===== src/hw/rtl/pedec_pkg.sv =====
package pedec_pkg;

    // Characters that the escape grammar looks at
    localparam logic [7:0] PCT_CHAR = 8'h25;
    localparam logic [7:0] DIG_0    = 8'h30;
    localparam logic [7:0] DIG_9    = 8'h39;
    localparam logic [7:0] HEX_A    = 8'h41;
    localparam logic [7:0] HEX_F    = 8'h46;

    // Ten, the value of the first letter digit
    localparam logic [7:0] HEX_TEN  = 8'd10;

    // Most result bytes one input byte can cause
    localparam int MAX_RES = 3;

    // Match progress of the escape recognizer
    typedef enum logic [2:0] {
        PH_IDLE  = 3'b001,
        PH_PCT   = 3'b010,
        PH_DIGIT = 3'b100
    } phase_t;

    // Results caused by one input byte, handed from front to back
    typedef struct packed {
        logic [MAX_RES-1:0][7:0] bytes;
        logic [1:0]              cnt;
        logic                    last;
    } bundle_t;

    function automatic logic is_hex(input logic [7:0] c);
        return ((c >= DIG_0) && (c <= DIG_9)) || ((c >= HEX_A) && (c <= HEX_F));
    endfunction

    function automatic logic [3:0] nibble_of(input logic [7:0] c);
        logic [7:0] t;
        if (c <= DIG_9)
        begin
            t = c - DIG_0;
        end
        else
        begin
            t = c - HEX_A + HEX_TEN;
        end
        return t[3:0];
    endfunction

endpackage


===== src/hw/rtl/pedec_front.sv =====
module pedec_front
    import pedec_pkg::*;
(
    input  logic       clk,
    input  logic       rst_n,
    input  logic       raw_valid,
    output logic       raw_stall,
    input  logic [7:0] in_byte,
    input  logic       is_last,
    input  logic       q_full,
    output logic       q_push,
    output bundle_t    q_data
);

    phase_t     phase_reg, phase_next;
    logic [7:0] held_reg, held_next;
    logic       accept;

    // Hold input while the queue has no room
    assign raw_stall = q_full;
    assign accept    = raw_valid && !raw_stall;

    // Classify one byte and collect the results it causes
    always_comb
    begin
        logic [1:0] idx;
        logic       take_b;
        idx        = 2'd0;
        take_b     = 1'b0;
        phase_next = phase_reg;
        held_next  = held_reg;
        q_data     = '0;

        unique case (phase_reg)
            PH_PCT:
            begin
                if (is_hex(in_byte))
                begin
                    phase_next = PH_DIGIT;
                    held_next  = in_byte;
                end
                else
                begin
                    q_data.bytes[idx] = PCT_CHAR;
                    idx               = idx + 2'd1;
                    held_next         = '0;
                    take_b            = 1'b1;
                end
            end
            PH_DIGIT:
            begin
                if (is_hex(in_byte))
                begin
                    q_data.bytes[idx] = {nibble_of(held_reg), nibble_of(in_byte)};
                    idx               = idx + 2'd1;
                    phase_next        = PH_IDLE;
                end
                else
                begin
                    q_data.bytes[idx] = PCT_CHAR;
                    idx               = idx + 2'd1;
                    q_data.bytes[idx] = held_reg;
                    idx               = idx + 2'd1;
                    take_b            = 1'b1;
                end
                held_next = '0;
            end
            PH_IDLE:
            begin
                take_b = 1'b1;
            end
            default:
            begin
                take_b = 1'b1;
            end
        endcase

        // Examine the byte from idle, also again after a broken escape
        if (take_b)
        begin
            if (in_byte == PCT_CHAR)
            begin
                phase_next = PH_PCT;
            end
            else
            begin
                q_data.bytes[idx] = in_byte;
                idx               = idx + 2'd1;
                phase_next        = PH_IDLE;
            end
        end

        // Flush whatever is pending on the final byte
        if (is_last)
        begin
            if ((phase_next == PH_PCT) || (phase_next == PH_DIGIT))
            begin
                q_data.bytes[idx] = PCT_CHAR;
                idx               = idx + 2'd1;
            end
            if (phase_next == PH_DIGIT)
            begin
                q_data.bytes[idx] = held_next;
                idx               = idx + 2'd1;
            end
            phase_next = PH_IDLE;
            held_next  = '0;
        end

        q_data.cnt  = idx;
        q_data.last = is_last;
    end

    // Drop transfers that leave only pending state
    assign q_push = accept && (q_data.cnt != 2'd0);

    // Advance match state on each accepted byte
    always_ff @(posedge clk or negedge rst_n)
    begin
        if (!rst_n)
        begin
            phase_reg <= PH_IDLE;
            held_reg  <= '0;
        end
        else if (accept)
        begin
            phase_reg <= phase_next;
            held_reg  <= held_next;
        end
    end

    a_held_only_in_digit: assert property (@(posedge clk) disable iff (!rst_n)
        (phase_reg != PH_DIGIT) |-> (held_reg == 8'h00))
        else $error("held digit left over outside digit phase");

    a_last_pushes: assert property (@(posedge clk) disable iff (!rst_n)
        (accept && is_last) |-> q_push)
        else $error("final byte produced no result");

endmodule


===== src/hw/rtl/pedec_queue.sv =====
module pedec_queue
    import pedec_pkg::*;
#(
    parameter int DEPTH = 4
)
(
    input  logic    clk,
    input  logic    rst_n,
    input  logic    push,
    input  bundle_t push_data,
    input  logic    pop,
    output logic    full,
    output logic    not_empty,
    output bundle_t head
);

    localparam int PTR_W = (DEPTH > 1) ? $clog2(DEPTH) : 1;
    localparam int CNT_W = $clog2(DEPTH + 1);

    bundle_t            slots_reg [DEPTH];
    logic [PTR_W-1:0]   wr_ptr_reg, wr_ptr_next;
    logic [PTR_W-1:0]   rd_ptr_reg, rd_ptr_next;
    logic [CNT_W-1:0]   count_reg, count_next;

    assign full      = (count_reg == CNT_W'(DEPTH));
    assign not_empty = (count_reg != '0);
    assign head      = slots_reg[rd_ptr_reg];

    // Advance pointers with wrap at the last slot
    always_comb
    begin
        wr_ptr_next = wr_ptr_reg;
        rd_ptr_next = rd_ptr_reg;
        count_next  = count_reg;
        if (push)
        begin
            wr_ptr_next = (wr_ptr_reg == PTR_W'(DEPTH - 1)) ? '0 : wr_ptr_reg + PTR_W'(1);
        end
        if (pop)
        begin
            rd_ptr_next = (rd_ptr_reg == PTR_W'(DEPTH - 1)) ? '0 : rd_ptr_reg + PTR_W'(1);
        end
        if (push && !pop)
        begin
            count_next = count_reg + CNT_W'(1);
        end
        else if (pop && !push)
        begin
            count_next = count_reg - CNT_W'(1);
        end
    end

    always_ff @(posedge clk or negedge rst_n)
    begin
        if (!rst_n)
        begin
            wr_ptr_reg <= '0;
            rd_ptr_reg <= '0;
            count_reg  <= '0;
        end
        else
        begin
            wr_ptr_reg <= wr_ptr_next;
            rd_ptr_reg <= rd_ptr_next;
            count_reg  <= count_next;
        end
    end

    // Store the pushed entry
    always_ff @(posedge clk)
    begin
        if (push)
        begin
            slots_reg[wr_ptr_reg] <= push_data;
        end
    end

    a_no_push_full: assert property (@(posedge clk) disable iff (!rst_n)
        !(push && full))
        else $error("push into full queue");

    a_no_pop_empty: assert property (@(posedge clk) disable iff (!rst_n)
        pop |-> not_empty)
        else $error("pop from empty queue");

endmodule


===== src/hw/rtl/pedec_back.sv =====
module pedec_back
    import pedec_pkg::*;
(
    input  logic       clk,
    input  logic       rst_n,
    input  logic       q_not_empty,
    input  bundle_t    q_head,
    output logic       q_pop,
    output logic       dec_valid,
    input  logic       dec_stall,
    output logic [7:0] out_byte,
    output logic       run_end,
    output logic       stream_end
);

    bundle_t    cur_reg;
    logic [1:0] idx_reg;
    logic       busy_reg;
    logic       xfer;
    logic       at_end;

    assign dec_valid  = busy_reg;
    assign xfer       = busy_reg && !dec_stall;
    assign at_end     = (idx_reg == (cur_reg.cnt - 2'd1));
    assign out_byte   = cur_reg.bytes[idx_reg];
    assign run_end    = at_end;
    assign stream_end = at_end && cur_reg.last;

    // Load the next entry when idle or once the current one is fully sent
    assign q_pop = q_not_empty && (!busy_reg || (xfer && at_end));

    always_ff @(posedge clk or negedge rst_n)
    begin
        if (!rst_n)
        begin
            busy_reg <= 1'b0;
            idx_reg  <= '0;
        end
        else if (q_pop)
        begin
            busy_reg <= 1'b1;
            idx_reg  <= '0;
        end
        else if (xfer)
        begin
            if (at_end)
            begin
                busy_reg <= 1'b0;
                idx_reg  <= '0;
            end
            else
            begin
                idx_reg <= idx_reg + 2'd1;
            end
        end
    end

    // Hold the entry being sent
    always_ff @(posedge clk)
    begin
        if (q_pop)
        begin
            cur_reg <= q_head;
        end
    end

    a_busy_nonempty: assert property (@(posedge clk) disable iff (!rst_n)
        busy_reg |-> ((cur_reg.cnt != 2'd0) && (idx_reg < cur_reg.cnt)))
        else $error("back stage points past its entry");

    a_hold_on_stall: assert property (@(posedge clk) disable iff (!rst_n)
        (dec_valid && dec_stall) |=> (dec_valid && $stable(idx_reg)))
        else $error("output moved while stalled");

endmodule


===== src/hw/rtl/percent_escape_decoder_unit.sv =====
// Channel  Direction  Handshake              Payload
// raw      input      raw_valid / raw_stall  in_byte, is_last
// dec      output     dec_valid / dec_stall  out_byte, run_end, stream_end
//
// The front handles each input byte combinationally; a new byte can follow every cycle while raw_stall is low.
// The back sends one result byte per cycle while dec_stall is low, one to three per queued entry.
// Results are registered in a queue slot, then in the back's entry; QUEUE_DEPTH entries buffer.
// raw_stall follows queue full: the output side stalled, or queued entries hold
// more bytes than the back has sent so far.
// Reset clears match state, queue and back stage; no clearing pass.
module percent_escape_decoder_unit
    import pedec_pkg::*;
#(
    parameter int QUEUE_DEPTH = 4
)
(
    input  logic       clk,
    input  logic       rst_n,
    input  logic       raw_valid,
    output logic       raw_stall,
    input  logic [7:0] in_byte,
    input  logic       is_last,
    output logic       dec_valid,
    input  logic       dec_stall,
    output logic [7:0] out_byte,
    output logic       run_end,
    output logic       stream_end
);

    logic    q_push;
    logic    q_pop;
    logic    q_full;
    logic    q_not_empty;
    bundle_t q_in;
    bundle_t q_head;

    pedec_front u_front (
        .clk       (clk),
        .rst_n     (rst_n),
        .raw_valid (raw_valid),
        .raw_stall (raw_stall),
        .in_byte   (in_byte),
        .is_last   (is_last),
        .q_full    (q_full),
        .q_push    (q_push),
        .q_data    (q_in)
    );

    pedec_queue #(
        .DEPTH (QUEUE_DEPTH)
    ) u_queue (
        .clk       (clk),
        .rst_n     (rst_n),
        .push      (q_push),
        .push_data (q_in),
        .pop       (q_pop),
        .full      (q_full),
        .not_empty (q_not_empty),
        .head      (q_head)
    );

    pedec_back u_back (
        .clk         (clk),
        .rst_n       (rst_n),
        .q_not_empty (q_not_empty),
        .q_head      (q_head),
        .q_pop       (q_pop),
        .dec_valid   (dec_valid),
        .dec_stall   (dec_stall),
        .out_byte    (out_byte),
        .run_end     (run_end),
        .stream_end  (stream_end)
    );

endmodule

===== config.mk =====
export PLATFORM = sky130hd
export DESIGN_NAME = percent_escape_decoder_unit
export DESIGN_NICKNAME = d
export VERILOG_FILES = /design/src/hw/rtl/pedec_pkg.sv /design/src/hw/rtl/pedec_front.sv /design/src/hw/rtl/pedec_queue.sv /design/src/hw/rtl/pedec_back.sv /design/src/hw/rtl/percent_escape_decoder_unit.sv
export SDC_FILE = /design/constraint.sdc
export NUM_CORES = 1
export LEC_CHECK = 0
export BUFFER_PORTS_ARGS = -buffer_cell sky130_fd_sc_hd__clkbuf_2
export CAP_MARGIN = 0
export CORE_MARGIN = 5
export CORE_UTILIZATION = 51
export CTS_BUF_LIST = sky130_fd_sc_hd__clkbuf_8
export DETAILED_ROUTE_END_ITERATION = 6
export MAX_ROUTING_LAYER = met4
export PLACE_DENSITY_LB_ADDON = 0.12
export SYNTH_ARGS = -nofsm -noshare
export SYNTH_HDL_FRONTEND = slang
export SYNTH_SLANG_ARGS = --single-unit

===== constraint.sdc =====
create_clock -name clk -period 4.5 [get_ports clk]
set_input_delay 0.225 -clock clk [delete_from_list [all_inputs] [get_ports clk]]
set_output_delay 0.225 -clock clk [all_outputs]
set_load 0.03 [all_outputs]

# After elaboration in Yosys (flattened, before gate mapping)
# Memory sizes are Yosys's and may differ from the RTL's. A register that Yosys moved wholly into a read port is not among the register bits.
# Index checks and enable logic that the tools add are counted.
# totals
ff_bits	21
ram_bits	108
n_memories	1
# mem_list
name	depth	word_bits	read_ports	rd_ports_with_merged_regs	write_ports	line	text
u_queue.slots_reg	4	27	1	1	1	pedec_queue.sv:20	bundle_t slots_reg [DEPTH];
# op_classes
add_sub_neg	15
order_cmp	12
n_eq_ne	9
muxes	55
bitwise_logic	3
reduce_logical	28
# ops
operator	n
$mux 24	6
$mux 8	9
$bwmux 24	2
$demux 8 s2	3
$pmux 8 s2	2
$mux 2	13
$mux 3	6
$bmux 8 s2	1
$le 8x6->1 const B	2
$sub 4x1->4 const B	4
$and 15x15->15	1
$not 15->15	1
$logic_and 1x1->1	13
$add 2x1->2 const B	6
$lt 2x3->1 const B	4
$eq 3x3->1 const B	3
$or 9x9->9	1
$add 4x4->4 const B	2
$eq 8x6->1 const B	1
$ge 8x6->1 const B	1
$ge 8x7->1 const B	1
$le 8x7->1 const B	1
$mux 1	8
$mux 4	2
other kinds (16)	29

# Longest topological paths before layout
# Gate-level depths: netlist of the first run.
# depth
depth_word	20
ltp_mapped	25

# By module
# Synthesis of the first run repeated with hierarchy kept, for this count alone.
# hier_totals
hier_cells	494
hier_area_um2	7295.7
# modules_own_cells
module	instances	cells_each	area_each_um2	seq_area_each_um2
pedec_queue	1	178	4322.9	3418.3
pedec_front	1	235	1764.2	276.5
pedec_back	1	81	1208.7	885.8

# Least setup slack after synthesis of the first run
# Ideal clock, no wire load.
# synth_timing
kind	input to register
startpoint	input in_byte[5]
endpoint	register u_queue.count_reg[2]
setup_time_ps	79
arrival_ps	4678
required_time_ps	4421
slack_ps	-257
stages	23
path_cell_list	buf_6 or4b_1 nor4_1 nor2_1 nor2_1 nor2_1 ha_1 inv_1 o22ai_1 a211oi_1 or2_2 ha_1 a22oi_1 ha_1 nand2_1 a41oi_2 inv_1 ha_1 inv_1 fa_1 xor2_1 nor2_1 xor2_1
# synth_between
elab_chain_len	19
# synth_lines
item	line	text
start, declared	percent_escape_decoder_unit.sv:21	input logic [7:0] in_byte,
$ge 8x6->1, or another cell as far along	pedec_pkg.sv:31	return ((c >= DIG_0) && (c <= DIG_9)) || ((c >= HEX_A) && (c <= HEX_F));
$logic_and 1x1->1	pedec_pkg.sv:31	
$logic_or 1x1->1	pedec_pkg.sv:31	
$mux 2 or $mux 1 (tied branches)	pedec_front.sv:52, pedec_front.sv:37	
$pmux 2 s2	pedec_front.sv:34	unique case (phase_reg)
$add 2x1->2	pedec_front.sv:88	idx = idx + 2'd1;
$mux 2	pedec_front.sv:81	if (in_byte == PCT_CHAR)
$mux 2	pedec_front.sv:79	if (take_b)
[... 4 more ...]	-	
$mux 2	pedec_front.sv:101	if (phase_next == PH_DIGIT)
$mux 2 (*)	pedec_front.sv:94	if (is_last)
$reduce_bool 2->1 (*)	pedec_front.sv:115	assign q_push = accept && (q_data.cnt != 2'd0);
$logic_and 1x1->1 (*)	pedec_front.sv:115	
named net q_push	percent_escape_decoder_unit.sv:30	logic q_push;
$logic_not 1->1	pedec_queue.sv:47	else if (pop && !push)
$logic_and 1x1->1	pedec_queue.sv:47	
$reduce_bool 2->1 (no source line)	-	
end signal, assigned	pedec_queue.sv:65	count_reg <= count_next;
end, declared	pedec_queue.sv:23	logic [CNT_W-1:0] count_reg, count_next;
# Mark *: on every way through the listed nets, which the timed path passes. The rest lies on a longest branch. The select of a mux whose other input is x is not followed.
# A chain may end at the register's enable or synchronous reset.

# Final worst setup path of the first run
# layout_timing
startpoint	input in_byte[3]
endpoint	register u_queue.count_reg[2]
# The elaborated chain is that of the path after synthesis.

==> results of run 1 <==
[power breakdown]
group	internal [uW]	leakage, uW	switching, uW	total, uW
Sequential	1970	0.00153	184	2150
Combinational	566	0.00130	713	1280
Clock	425	0.000186	494	919
[cells by family after synthesis]
| group | after synthesis | share of synthesized area [%] |
|---|---|---|
| AOI/OAI and AO/OA | 106 | 9.94 |
| xor gates and xnor gates | 8 | 0.970 |
| adders and majority gates | 23 | 4.09 |
| buffers and inverters | 44 | 2.48 |
| DFF | 156 | 63.4 |
| muxes | 45 | 11.0 |
| and+or+nand+nor | 118 | 8.06 |
[how the worst min path moves through the flow]
stage / slack (ns) / depth (start not counted) / start / end
6_report: 0.16 / 3 / dec_stall / u_back.idx_reg[1]
5_1_grt: 0.13 / 3 / dec_stall / u_back.idx_reg[1]
4_1_cts: 0.12 / 3 / dec_stall / u_back.idx_reg[1]
3_5_place_dp: 0.27 / 1 / rst_n / u_front.held_reg[7]
3_3_place_gp: 0.25 / 1 / rst_n / u_front.held_reg[7]
2_1_floorplan: -0.07 / 0 / rst_n / u_back.dec_valid
[repair_timing]
action,CTS,global route
buffers inserted,0,0
gates resized for setup,0,2
hold buffers,1,0
endpoints found under the hold margin,20,0
endpoints found under the setup margin,0,1
[cells in the final DEF, fill, tap and decap left out, types with 4 or more instances in the layout]
cell type and n:
nor2_1 23, clkbuf_8 17, xor2_1 6, a22oi_1 7
edfxtp_1 135, o22ai_1 5, nor2b_1 8, and2_1 4
mux2_2 7, and2b_2 4, nand3_1 14, ha_1 21
clkbuf_2 24, mux4_2 27, buf_12 4, inv_1 26
nand2_1 40, mux2i_1 11, a21oi_1 18, a32oi_1 5
o21ai_0 30, dfrtp_1 19, buf_4 36
[layer usage]
metal	global-route usage (%)	routed length (um)
met3	4.52	894
met1	27.0	6770
met4	6.30	282
met2	32.3	7410
met5	-	0
[worst min-delay path, cell delays in order]
cell	delay, ns
clkbuf_2	0.12
a21oi_1	0.12
o22ai_1	0.09
[area by class of cell]
cell class	count	area, um2
Multi-Input combinational cell	300	2520
Tap cell	180	225
Inverter	21	78.8
Clock buffer	17	234
Timing Repair Buffer	65	480
Clock inverter	15	111
Fill cell	1100	5650
Sequential cell	156	4580
[per-stage QoR]
step,util [%],power (uW),hold slack [ns],setup TNS (ns)
floorplan,-,3060,-0.0706,0
global placement,56.7,3450,0.254,0
detailed placement,56.7,3500,0.271,-0.198
CTS,59.2,4420,0.118,0
global route,59.3,4610,0.127,0
finish,59.3,4350,0.157,0
==> impl_results.md, run 1 <==
* Routed vias at 4392
* I/O Pins at 25
* Final-report max-slew violation count at 0
* Die W at 129 um
* # DRC at 0
* FFs w/ async S/R, synth at 13.5%
* Area leader, netlist: edfxtp_1
* Syn Nets at 536
* Maximum buffer depth of the clock tree at 2
* Fmax at between 200 and 250 MHz
* TritonRoute pass-1 iters at 5
* Layout area overhead at 14.0%
* Crit path largest cell delay at 0.55 ns
* Clock root cell: clkbuf_8
* H-Tree Depth at 4
* CP endpoint: u_queue.count_reg[2]
* Worst path most repeated cell: inv_1
* Share of layout cells above drive strength 1 at 26.1%
* DP HPWL at ~11000 um
* Worst setup EP type: flip-flop
* Clock sink count at roughly 160
* Routability congestion estimate from global placement at 0.954
* Worst path buffer plus inverter count at 5
* Design Area, Final at just over 0.008 mm2
* Worst-margin pin slew at 0.988 ns
* Largest net degree at the start of global routing at 32
* Clk Latency, worst-skew pair at about 0.45 ns
* DRT iter0 DRCs at 543
* Setup ws final at around 0.25 ns
* Core area at 0.0139 mm2
* Starting Density at 52.0%
* Final Critical Period at 4.25 ns
* Post-synth top cells: edfxtp_1 (135), nand2_1 (40), o21ai_0 (30)
* Critical Path RT at 4.86 ns
* Vias per Instance at 5.82
* Largest cells by area after synthesis: edfxtp_1 (56%), mux4_2 (8.4%), dfrtp_1 (6.9%)
* Most common cell in the netlist: edfxtp_1
* Clock Skews at 0.0174 ns
* CP Class: in -> reg
* NumNets Final at just under 600
* DR WL/cell at 20.4 um
* Placed cell area at around 0.008 mm2
* Distinct cell type count after synthesis at 63
* Power per cell area at 528 mW/mm2
* Syn avg cell area at 14.4 um2
* Kind of cell adding the most delay to the critical path: simple AND/OR/NAND/NOR gates
* Num CTS Buffers at 17
* Status: completed
* Slew margin rel. at 34.1%
* Initial antenna violation count at 0
* # port buffers at 24
* Max VDD drop at approximately 0.24 mV
* Reg2reg path depth at 21
* Setup violators final at 0
* Fin cells at 754
* All-Layer GR Usage at 20.5%
* Post-synthesis register bit count at 156
* First-pass GRT wire length at about 25000 um
* Critical Path AT at 4.61 ns
* Reg-to-reg setup timing slack at roughly 0.29 ns
* Slowest CP cell: or4b_4
* Dpl ws at -0.168 ns
* Routed Antenna Nets at 0
* Reg-to-reg endpoint: u_queue.count_reg[2]
* DP Cell Count at 721
* Largest register FFs at 108
* Netlist Area Pre-Place at 0.00722 mm2
* Post-synthesis cell count at 500
* Vias in the first global route at 4463
* Post-synth EDFFs at 135
* TritonCTS clock tree: yes
* Total die area at 0.0166 mm2
* Syn. warnings at 0
* Ant. Diodes at 0
* CP cell instances: clkbuf_2 > or4b_4 > nor4_4 > nor2_2 > nand2_1 > inv_1 > nor2_2 > ha_4 > inv_1 > o22ai_1 > a211oi_1 > or2_4 > ha_1 > a22oi_2 > ha_1 > nand2_1 > a41oi_2 > inv_1 > ha_1 > inv_1 > fa_1 > xor2_1 > nor2_1 > xor2_1
* Core Rows at 43
* Post-synthesis sequential area ratio at a little under two thirds
* Setup crit start: in_byte[3]
* Crit-path max FO at 3
* Die Ht at between 100 and 150 um
* Worst R2R Start: u_front.phase_reg[1]
* RSZ-0062 raised after global routing: false
* Max_cap viols at 0
* Final Cycle Share at a little over nine tenths
* Crit path depth at 24
* Routed wire length at around 15000 um
* Final hold vios at 0
* Hold Path Class: in -> reg
* Crit start category: input pin
* Grt ovf at 0
* Top cell type's share of synthesized area at 56.1%
* Clock-pin slew on the worst setup and hold paths at 0.08 ns
* Ys flop type: edfxtp_1
* Leak Pwr at 0.00302 uW
Power figures use the tool's default switching activity.
==> inputs of run 2 (changes only) <==
--- a/config.mk
+++ b/config.mk
@@ -8,11 +8,12 @@
 export BUFFER_PORTS_ARGS = -buffer_cell sky130_fd_sc_hd__clkbuf_2
 export CAP_MARGIN = 0
 export CORE_MARGIN = 5
-export CORE_UTILIZATION = 51
+export CORE_UTILIZATION = 58
 export CTS_BUF_LIST = sky130_fd_sc_hd__clkbuf_8
 export DETAILED_ROUTE_END_ITERATION = 6
 export MAX_ROUTING_LAYER = met4
 export PLACE_DENSITY_LB_ADDON = 0.12
 export SYNTH_ARGS = -nofsm -noshare
 export SYNTH_HDL_FRONTEND = slang
+export SYNTH_HIERARCHICAL = 1
 export SYNTH_SLANG_ARGS = --single-unit
==> run 2 against run 1 <==
- worst setup slack improved by 0.17 ns
- clock skew fell by 0.0061 ns
- worst hold slack improved by 0.064 ns
- non-clock buffer count fell by 15
- die area fell by 10%
- sequential share of layout area rose by 0.62 points
- critical endpoint is now u_queue/count_reg[2]
==> impl_results.md, run 2 <==
* Critical Path RT at 4.87 ns (was 4.86 ns)
* Crit start category: input pin (unchanged)
* Area leader, netlist: edfxtp_1 (unchanged)
* Netlist Area Pre-Place at 0.00730 mm2 (was 0.00722 mm2)
* Final-report max-slew violation count at 0 (unchanged)
* Post-synthesis cell count at 494 (was 500)
* Total die area at 0.0149 mm2 (was 0.0166 mm2)
* Final Cycle Share at 90.5% (was 94.4%)
* Post-cts sizing count at 0 (unchanged)
* Top cell type's share of synthesized area at 55.6% (was 56.1%)
* Starting Density at 58.5% (was 52.0%)
* DP HPWL at 10600 um (about the same)
* Post-CTS Setup Inserts at 0 (unchanged)
* Clock root cell: clkbuf_8 (unchanged)
* Initial antenna violation count at 0 (unchanged)
* Gate power share at 28.1% (was 29.4%)
* Die Ht at 122 um (was 129 um)
* Syn. warnings at 6 (was 0)
* Post-CTS Hold Buffers at 1 (unchanged)
* DR WL/cell at 21.5 um (was 20.4 um)
* Hold_ws at 0.221 ns (was 0.157 ns)
* Setup violators final at 0 (unchanged)
* Layout area overhead at 11.6% (was 14.0%)
* Syn Nets at 530 (was 536)
* Clk Latency, worst-skew pair at 0.44 ns (was 0.45 ns)
* Clock-pin slew on the worst setup and hold paths at 0.08 ns (about the same)
* Core area at 0.0125 mm2 (was 0.0139 mm2)
* Worst hold stages at 3 (unchanged)
* Routed wire length at 15500 um (was 15400 um)
* Design Area, Final at 0.00814 mm2 (was 0.00823 mm2)
* # DRC at 0 (unchanged)
* Hold Path Class: in -> reg (unchanged)
* I/O Pins at 25 (unchanged)
* Post-synthesis sequential area ratio at 62.8% (was 63.4%)
* Total chip power at 4540 uW (was 4350 uW)
* Max_cap viols at 0 (unchanged)
* DRT iter0 DRCs at 346 (was 543)
* Largest net degree at the start of global routing at 31 (was 32)
* Post-synth top cells: edfxtp_1 (135), nand2_1 (39), mux4_2 (26) (was edfxtp_1 (135), nand2_1 (40), o21ai_0 (30))
* Largest cells by area after synthesis: edfxtp_1 (56%), mux4_2 (8.0%), dfrtp_1 (6.9%) (was edfxtp_1 (56%), mux4_2 (8.4%), dfrtp_1 (6.9%))
* Setup ws final at 0.427 ns (was 0.252 ns)
* Num CTS Buffers at 17 (unchanged)
* Post-synth EDFFs at 135 (unchanged)
* First-pass GRT wire length at 25000 um (was 24600 um)
* Ys flop type: edfxtp_1 (unchanged)
* Final hold vios at 0 (unchanged)
* Most frequent cells in the layout: edfxtp_1 (135), nand2_1 (39), mux4_2 (26) (was edfxtp_1 (135), nand2_1 (40), buf_4 (36))
* Vias per Instance at 6.10 (was 5.82)
* Reg2reg path depth at 18 (was 21)
* Clock Skews at 0.0113 ns (was 0.0174 ns)
* H-Tree Depth at 4 (unchanged)
* Routed Antenna Nets at 0 (unchanged)
* FFs w/ async S/R, synth at 13.5% (unchanged)
* Met3 usage at 6.31% (was 4.52%)
* Clk pwr share at 23.1% (was 21.1%)
* TritonCTS clock tree: yes (unchanged)
* M1 GR Usage at 32.1% (was 27.0%)
* Placed cell area at 0.00772 mm2 (was 0.00787 mm2)
* Fmax at 246 MHz (was 235 MHz)
* Worst-margin pin slew at 0.962 ns (was 0.988 ns)
* Distinct cell type count after synthesis at 70 (was 63)
* TritonRoute pass-1 iters at 5 (unchanged)
* Reported net switching power at 1460 uW (was 1390 uW)
* Routed vias at 4403 (was 4392)
* Status: completed (unchanged)
* # port buffers at 24 (unchanged)
* Largest register FFs at 108 (unchanged)
* Pint at 3080 uW (was 2960 uW)
* CP Class: in -> reg (unchanged)
* Post-synthesis register bit count at 156 (unchanged)
* Power per cell area at 558 mW/mm2 (was 528 mW/mm2)
* Slew margin rel. at 35.9% (was 34.1%)
* All-Layer GR Usage at 23.4% (was 20.5%)
* Critical Path AT at 4.44 ns (was 4.61 ns)
* NumNets Final at 573 (was 597)
* Most common cell in the netlist: edfxtp_1 (unchanged)
* Routability congestion estimate from global placement at 1.02 (was 0.954)
* Final Critical Period at 4.07 ns (was 4.25 ns)
* Maximum buffer depth of the clock tree at 2 (unchanged)
* Syn avg cell area at 14.8 um2 (was 14.4 um2)
* Sequential power share at 48.8% (was 49.5%)
* Die W at 122 um (was 129 um)
* Share of layout cells above drive strength 1 at 23.5% (was 26.1%)
* Dpl ws at -0.0186 ns (was -0.168 ns)
* Leak Pwr at 0.00295 uW (was 0.00302 uW)
* Most common cell after layout, fill and taps aside: edfxtp_1 (unchanged)
* Crit-path max FO at 5 (was 3)
* Core Rows at 41 (was 43)
* Vias in the first global route at 4436 (was 4463)
* Max VDD drop at 0.317 mV (was 0.241 mV)
* Ant. Diodes at 0 (unchanged)
* Grt ovf at 0 (unchanged)
* Worst setup EP type: flip-flop (unchanged)
* M2 GR Usage at 34.4% (was 32.3%)
* RSZ-0062 raised after global routing: false (unchanged)
* Clock sink count at 156 (unchanged)
* GRT Max-Usage Layer: met2 (unchanged)
* Net Sw Frac at 32.2% (was 32.0%)
run 2: worst max-delay path, cell delays in order:
cell	delay (ns)
clkbuf_2	0.09
inv_1	0.07
ha_1	0.22
or3b_1	0.41
and4_4	0.24
nor2_4	0.10
nand2_1	0.09
nand2_1	0.11
inv_2	0.04
ha_1	0.33
a21oi_2	0.18
ha_1	0.28
o31a_1	0.34
ha_1	0.30
a41o_1	0.23
a21oi_2	0.14
ha_1	0.21
inv_1	0.06
fa_1	0.37
xor2_1	0.15
nor2_1	0.10
xor2_1	0.15
run 2: final cells by class:
cell class	instances	area, um2
Clock inverter	15	174
Fill cell	951	4330
Clock buffer	17	234
Tap cell	172	215
Inverter	18	67.6
Timing Repair Buffer	50	368
Sequential cell	156	4580
Multi-Input combinational cell	294	2500
run 2: metal layers:
| metal | part of all wire [%] | routed length (um) |
|---|---|---|
| met1 | 44 | 6860 |
| met2 | 47 | 7370 |
| met3 | 6.2 | 966 |
| met4 | 2.1 | 323 |
| met5 | 0 | 0 |
run 2: power groups by stage:
stage / registers [uW] / clock network [uW] / logic [uW]
after global placement: 2230 / 0 / 1250
after global routing: 2260 / 1140 / 1390
after detailed placement: 2250 / 0 / 1290
after floorplan: 2100 / 0 / 1040
final: 2220 / 1050 / 1280
after CTS: 2220 / 1070 / 1290
run 2: per-stage QoR:
step / utilization [%] / setup TNS, ns / std cells
floorplan: - / 0 / 494
global placement: 61.9 / 0 / 689
detailed placement: 61.9 / -0.0186 / 689
CTS: 65.3 / 0 / 722
global route: 65.3 / 0 / 722
finish: 65.3 / 0 / 722
run 2: path summary, 6_finish.rpt:
path	start	to	slack, ns
max	in_byte[1]	u_queue/count_reg[2]	0.43
min	dec_stall	u_back/idx_reg[1]	0.22
max reg2reg	u_front/phase_reg[1]	u_queue/count_reg[2]	0.52
min reg2reg	u_queue/count_reg[2]	u_queue/count_reg[2]	0.49
max in group asynchronous	rst_n	u_queue/rd_ptr_reg[0]	3.77
min in group asynchronous	rst_n	u_queue/wr_ptr_reg[1]	0.31
run 2: cells by family (layout without fill, tap and decap cells):
family	after synthesis	in the layout	synth area share [%]
flops	156	156	62.8
simple gates	117	117	8.32
compound gates	103	103	10.2
buf+inv	44	100	3.14
mux	40	40	10.2
fa+ha+maj	23	23	4.05
xor+xnor	11	11	1.32
==> inputs of run 3 (changes only) <==
--- a/config.mk
+++ b/config.mk
@@ -5,6 +5,7 @@
 export SDC_FILE = /design/constraint.sdc
 export NUM_CORES = 1
 export LEC_CHECK = 0
+export ABC_AREA = 1
 export BUFFER_PORTS_ARGS = -buffer_cell sky130_fd_sc_hd__clkbuf_2
 export CAP_MARGIN = 0
 export CORE_MARGIN = 5
==> run 3 against run 2 <==
- sequential power shrank 4%
- final cell count grew 30%
- synthesized area grew 4.4%
- worst hold slack lost 0.17 ns
- core utilization grew 0.20 points
- register-to-register slack lost 0.18 ns
- flip-flop and latch count is the same
- clock skew grew 0.0016 ns
- combinational power grew 18%
- worst setup slack lost 0.089 ns
- power grew 1.1%
- clock-buffer cell count is the same
- critical endpoint unchanged
==> impl_results.md, run 3 <==
* Largest cells by area after synthesis: edfxtp_1 (53%), nand2_1 (7.2%), dfrtp_1 (6.6%) (was edfxtp_1 (56%), mux4_2 (8.0%), dfrtp_1 (6.9%))
* Most common cell after layout, fill and taps aside: nand2_1 (was edfxtp_1)
* Routed vias at 5254 (was 4403)
* Vias per Instance at 5.61 (was 6.10)
* NumNets Final at 787 (was 573)
* Fin cells at 936 (was 722)
* Clock-pin slew on the worst setup and hold paths at 0.08 ns (about the same)
* Clk pwr share at 20.5% (was 23.1%)
* Core area at 0.0127 mm2 (was 0.0125 mm2)
* Layout area overhead at 9.43% (was 11.6%)
* Syn. warnings at 6 (unchanged)
* Status: completed (unchanged)
* Post-synthesis cell count at 716 (was 494)
* # port buffers at 24 (unchanged)
* Netlist Area Pre-Place at 0.00761 mm2 (was 0.00730 mm2)
* Routed Antenna Nets at 0 (unchanged)
* Final Critical Period at 4.16 ns (was 4.07 ns)
* H-Tree Depth at 4 (unchanged)
* Worst path most repeated cell: nand2_1 (was ha_1)
* Most common cell in the netlist: nand2_1 (was edfxtp_1)
* Routed wire length at 16800 um (was 15500 um)
* Final Cycle Share at 92.5% (was 90.5%)
* Clock Skews at 0.0129 ns (was 0.0113 ns)
* Post-synthesis register bit count at 156 (unchanged)
* Ant. Diodes at 0 (unchanged)
* Power per cell area at 551 mW/mm2 (was 558 mW/mm2)
* First-pass GRT wire length at 27000 um (was 25000 um)
* Syn avg cell area at 10.6 um2 (was 14.8 um2)
* DP HPWL at 12100 um (was 10600 um)
* Worst-margin pin slew at 1.28 ns (was 0.962 ns)
* Worst setup EP type: flip-flop (unchanged)
* Max VDD drop at 0.388 mV (was 0.317 mV)
* Critical Path AT at 4.49 ns (was 4.44 ns)
* Net Sw Frac at 36.4% (was 32.2%)
* TritonCTS clock tree: yes (unchanged)
* Crit start category: input pin (unchanged)
* Hold_ws at 0.0552 ns (was 0.221 ns)
* All-Layer GR Usage at 23.1% (was 23.4%)
* Slew margin rel. at 15.0% (was 35.9%)
* DR WL/cell at 18.0 um (was 21.5 um)
* Core Rows at 41 (unchanged)
* Syn Nets at 752 (was 530)
* Total die area at 0.0155 mm2 (was 0.0149 mm2)
* Clock root cell: clkbuf_8 (unchanged)
* Routability congestion estimate from global placement at 1.05 (was 1.02)
* I/O Pins at 25 (unchanged)
* Post-synth EDFFs at 135 (unchanged)
* RSZ-0062 raised after global routing: false (unchanged)
* Filler Cells Inserted at 1030 (was 951)
* DRT iter0 DRCs at 448 (was 346)
* Top cell type's share of synthesized area at 53.2% (was 55.6%)
* Post-CTS Setup Inserts at 0 (unchanged)
* Fmax at 240 MHz (was 246 MHz)
* Max_cap viols at 0 (unchanged)
* Leak Pwr at 0.00358 uW (was 0.00295 uW)
* Largest net degree at the start of global routing at 79 (was 31)
* TritonRoute pass-1 iters at 5 (unchanged)
* Slowest CP cell: fa_1 (was or3b_1)
* Vias in the first global route at 5128 (was 4436)
* Largest register FFs at 108 (unchanged)
* Sequential power share at 46.5% (was 48.8%)
* FFs w/ async S/R, synth at 13.5% (unchanged)
* Post-synth top cells: nand2_1 (146), edfxtp_1 (135), inv_1 (120) (was edfxtp_1 (135), nand2_1 (39), mux4_2 (26))
* Die W at 125 um (was 122 um)
* Num CTS Buffers at 17 (unchanged)
* Setup violators final at 0 (unchanged)
* Area leader, netlist: edfxtp_1 (unchanged)
* Most frequent cells in the layout: nand2_1 (146), edfxtp_1 (135), inv_1 (126) (was edfxtp_1 (135), nand2_1 (39), mux4_2 (26))
* Critical Path RT at 4.83 ns (was 4.87 ns)
* Final-report max-slew violation count at 0 (unchanged)
* Crit-path max FO at 7 (was 5)
* Reported net switching power at 1670 uW (was 1460 uW)
* Clk Latency, worst-skew pair at 0.43 ns (was 0.44 ns)
* # DRC at 0 (unchanged)
* Die Ht at 125 um (was 122 um)
* CP Class: in -> reg (unchanged)
* Hold Path Class: in -> reg (unchanged)
* DP Cell Count at 903 (was 689)
* Final hold vios at 0 (unchanged)
* Share of layout cells above drive strength 1 at 14.4% (was 23.5%)
* Grt ovf at 0 (unchanged)
* Gate power share at 32.9% (was 28.1%)
* Starting Density at 59.9% (was 58.5%)
* Pint at 2920 uW (was 3080 uW)
* Ys flop type: edfxtp_1 (unchanged)
* Crit path largest cell delay at 0.39 ns (was 0.41 ns)
* Maximum buffer depth of the clock tree at 2 (unchanged)
* Post-synthesis sequential area ratio at 60.2% (was 62.8%)
* Distinct cell type count after synthesis at 45 (was 70)
* Clock sink count at 156 (unchanged)
* Initial antenna violation count at 0 (unchanged)
-- run 3: changes by cell type after synthesis, sizes merged, moves of 7 or more --
cell    change
and2        -9
a32oi       -8
mux2i      -10
nand3      +24
mux4       -27
inv       +115
o211ai     +55
a21oi      -11
o22ai      +18
nand2     +117
nand2b      -7
o21ai      +13
clkbuf      -7
-- run 3: kinds of logic (layout without fill, tap and decap cells) --
logic type      after synthesis  in the layout  synth area share [%]
buf+inv                     158            206                  8.66
simple gates                224            224                  13.0
fa+ha+maj                    23             23                  3.88
compound gates              148            148                  13.5
flops                       156            156                  60.2
mux                           1              1                 0.148
xor+xnor                      6              6                 0.690
-- run 3: critical path: cells and delay by family --
kind	cells	cell delay, ns
simple gates	19	1.55
buf+inv	11	0.91
compound gates	1	0.18
fa+ha+maj	6	1.64
-- run 3: area by class of cell --
class,count,area (um2),area share [%]
repair buffers,40,293,3.51
flip-flops and latches,156,4580,55.0
well taps,172,215,2.58
clock buffers,17,234,2.81
clock inverters,15,125,1.50
multi-input cells,402,2370,28.5
inverters,134,510,6.13
-- run 3: power groups by stage --
stage,clock network [uW],registers [uW],logic (uW)
6_report,943,2140,1510
5_1_grt,1050,2160,1680
4_1_cts,961,2140,1520
3_5_place_dp,0,2170,1520
3_3_place_gp,0,2160,1470
2_1_floorplan,0,2130,1130
-- run 3: final timing paths --
kind                                      start                     to  slack [ns]  cells past startpoint
max                                  in_byte[0]   u_queue/count_reg[2]        0.34                     37
min                                   dec_stall       u_back/dec_valid        0.06                      3
max reg2reg                u_front/phase_reg[1]   u_queue/count_reg[2]        0.34                     30
min reg2reg                u_queue/count_reg[2]   u_queue/count_reg[2]        0.49                      2
max in group asynchronous                 rst_n   u_front/phase_reg[2]        3.77                      2
min in group asynchronous                 rst_n  u_queue/rd_ptr_reg[1]        0.33                      2
-- run 3: timing repair --
item / 4_1_cts / 5_1_grt
hold buffers: 1 / 0
gates resized for setup: 0 / 0
hold endpoints to repair: 20 / 0
-- run 3: per-stage QoR --
step | setup TNS [ns] | setup slack (ns) | area [um2] | utilization, % | power, uW
detailed placement | -0.0801 | -0.0801 | 7960 | 62.6 | 3690
global route | 0 | 0.0353 | 8330 | 65.5 | 4890
finish | 0 | 0.338 | 8330 | 65.5 | 4590
floorplan | 0 | 0.398 | 7610 | - | 3250
CTS | 0 | 0.351 | 8330 | 65.5 | 4620
global placement | 0 | 0.109 | 7960 | 62.6 | 3630
-- run 3: per-layer routing --
layer / vias up / global-route usage [%] / wire length [um] / part of all wire, %
li1: 2545 / - / - / -
met1: 2493 / 31.0 / 7450 / 44
met2: 167 / 34.3 / 7830 / 47
met3: 49 / 4.20 / 860 / 5.1
met4: 0 / 11.3 / 671 / 4.0
met5: - / - / 0 / 0
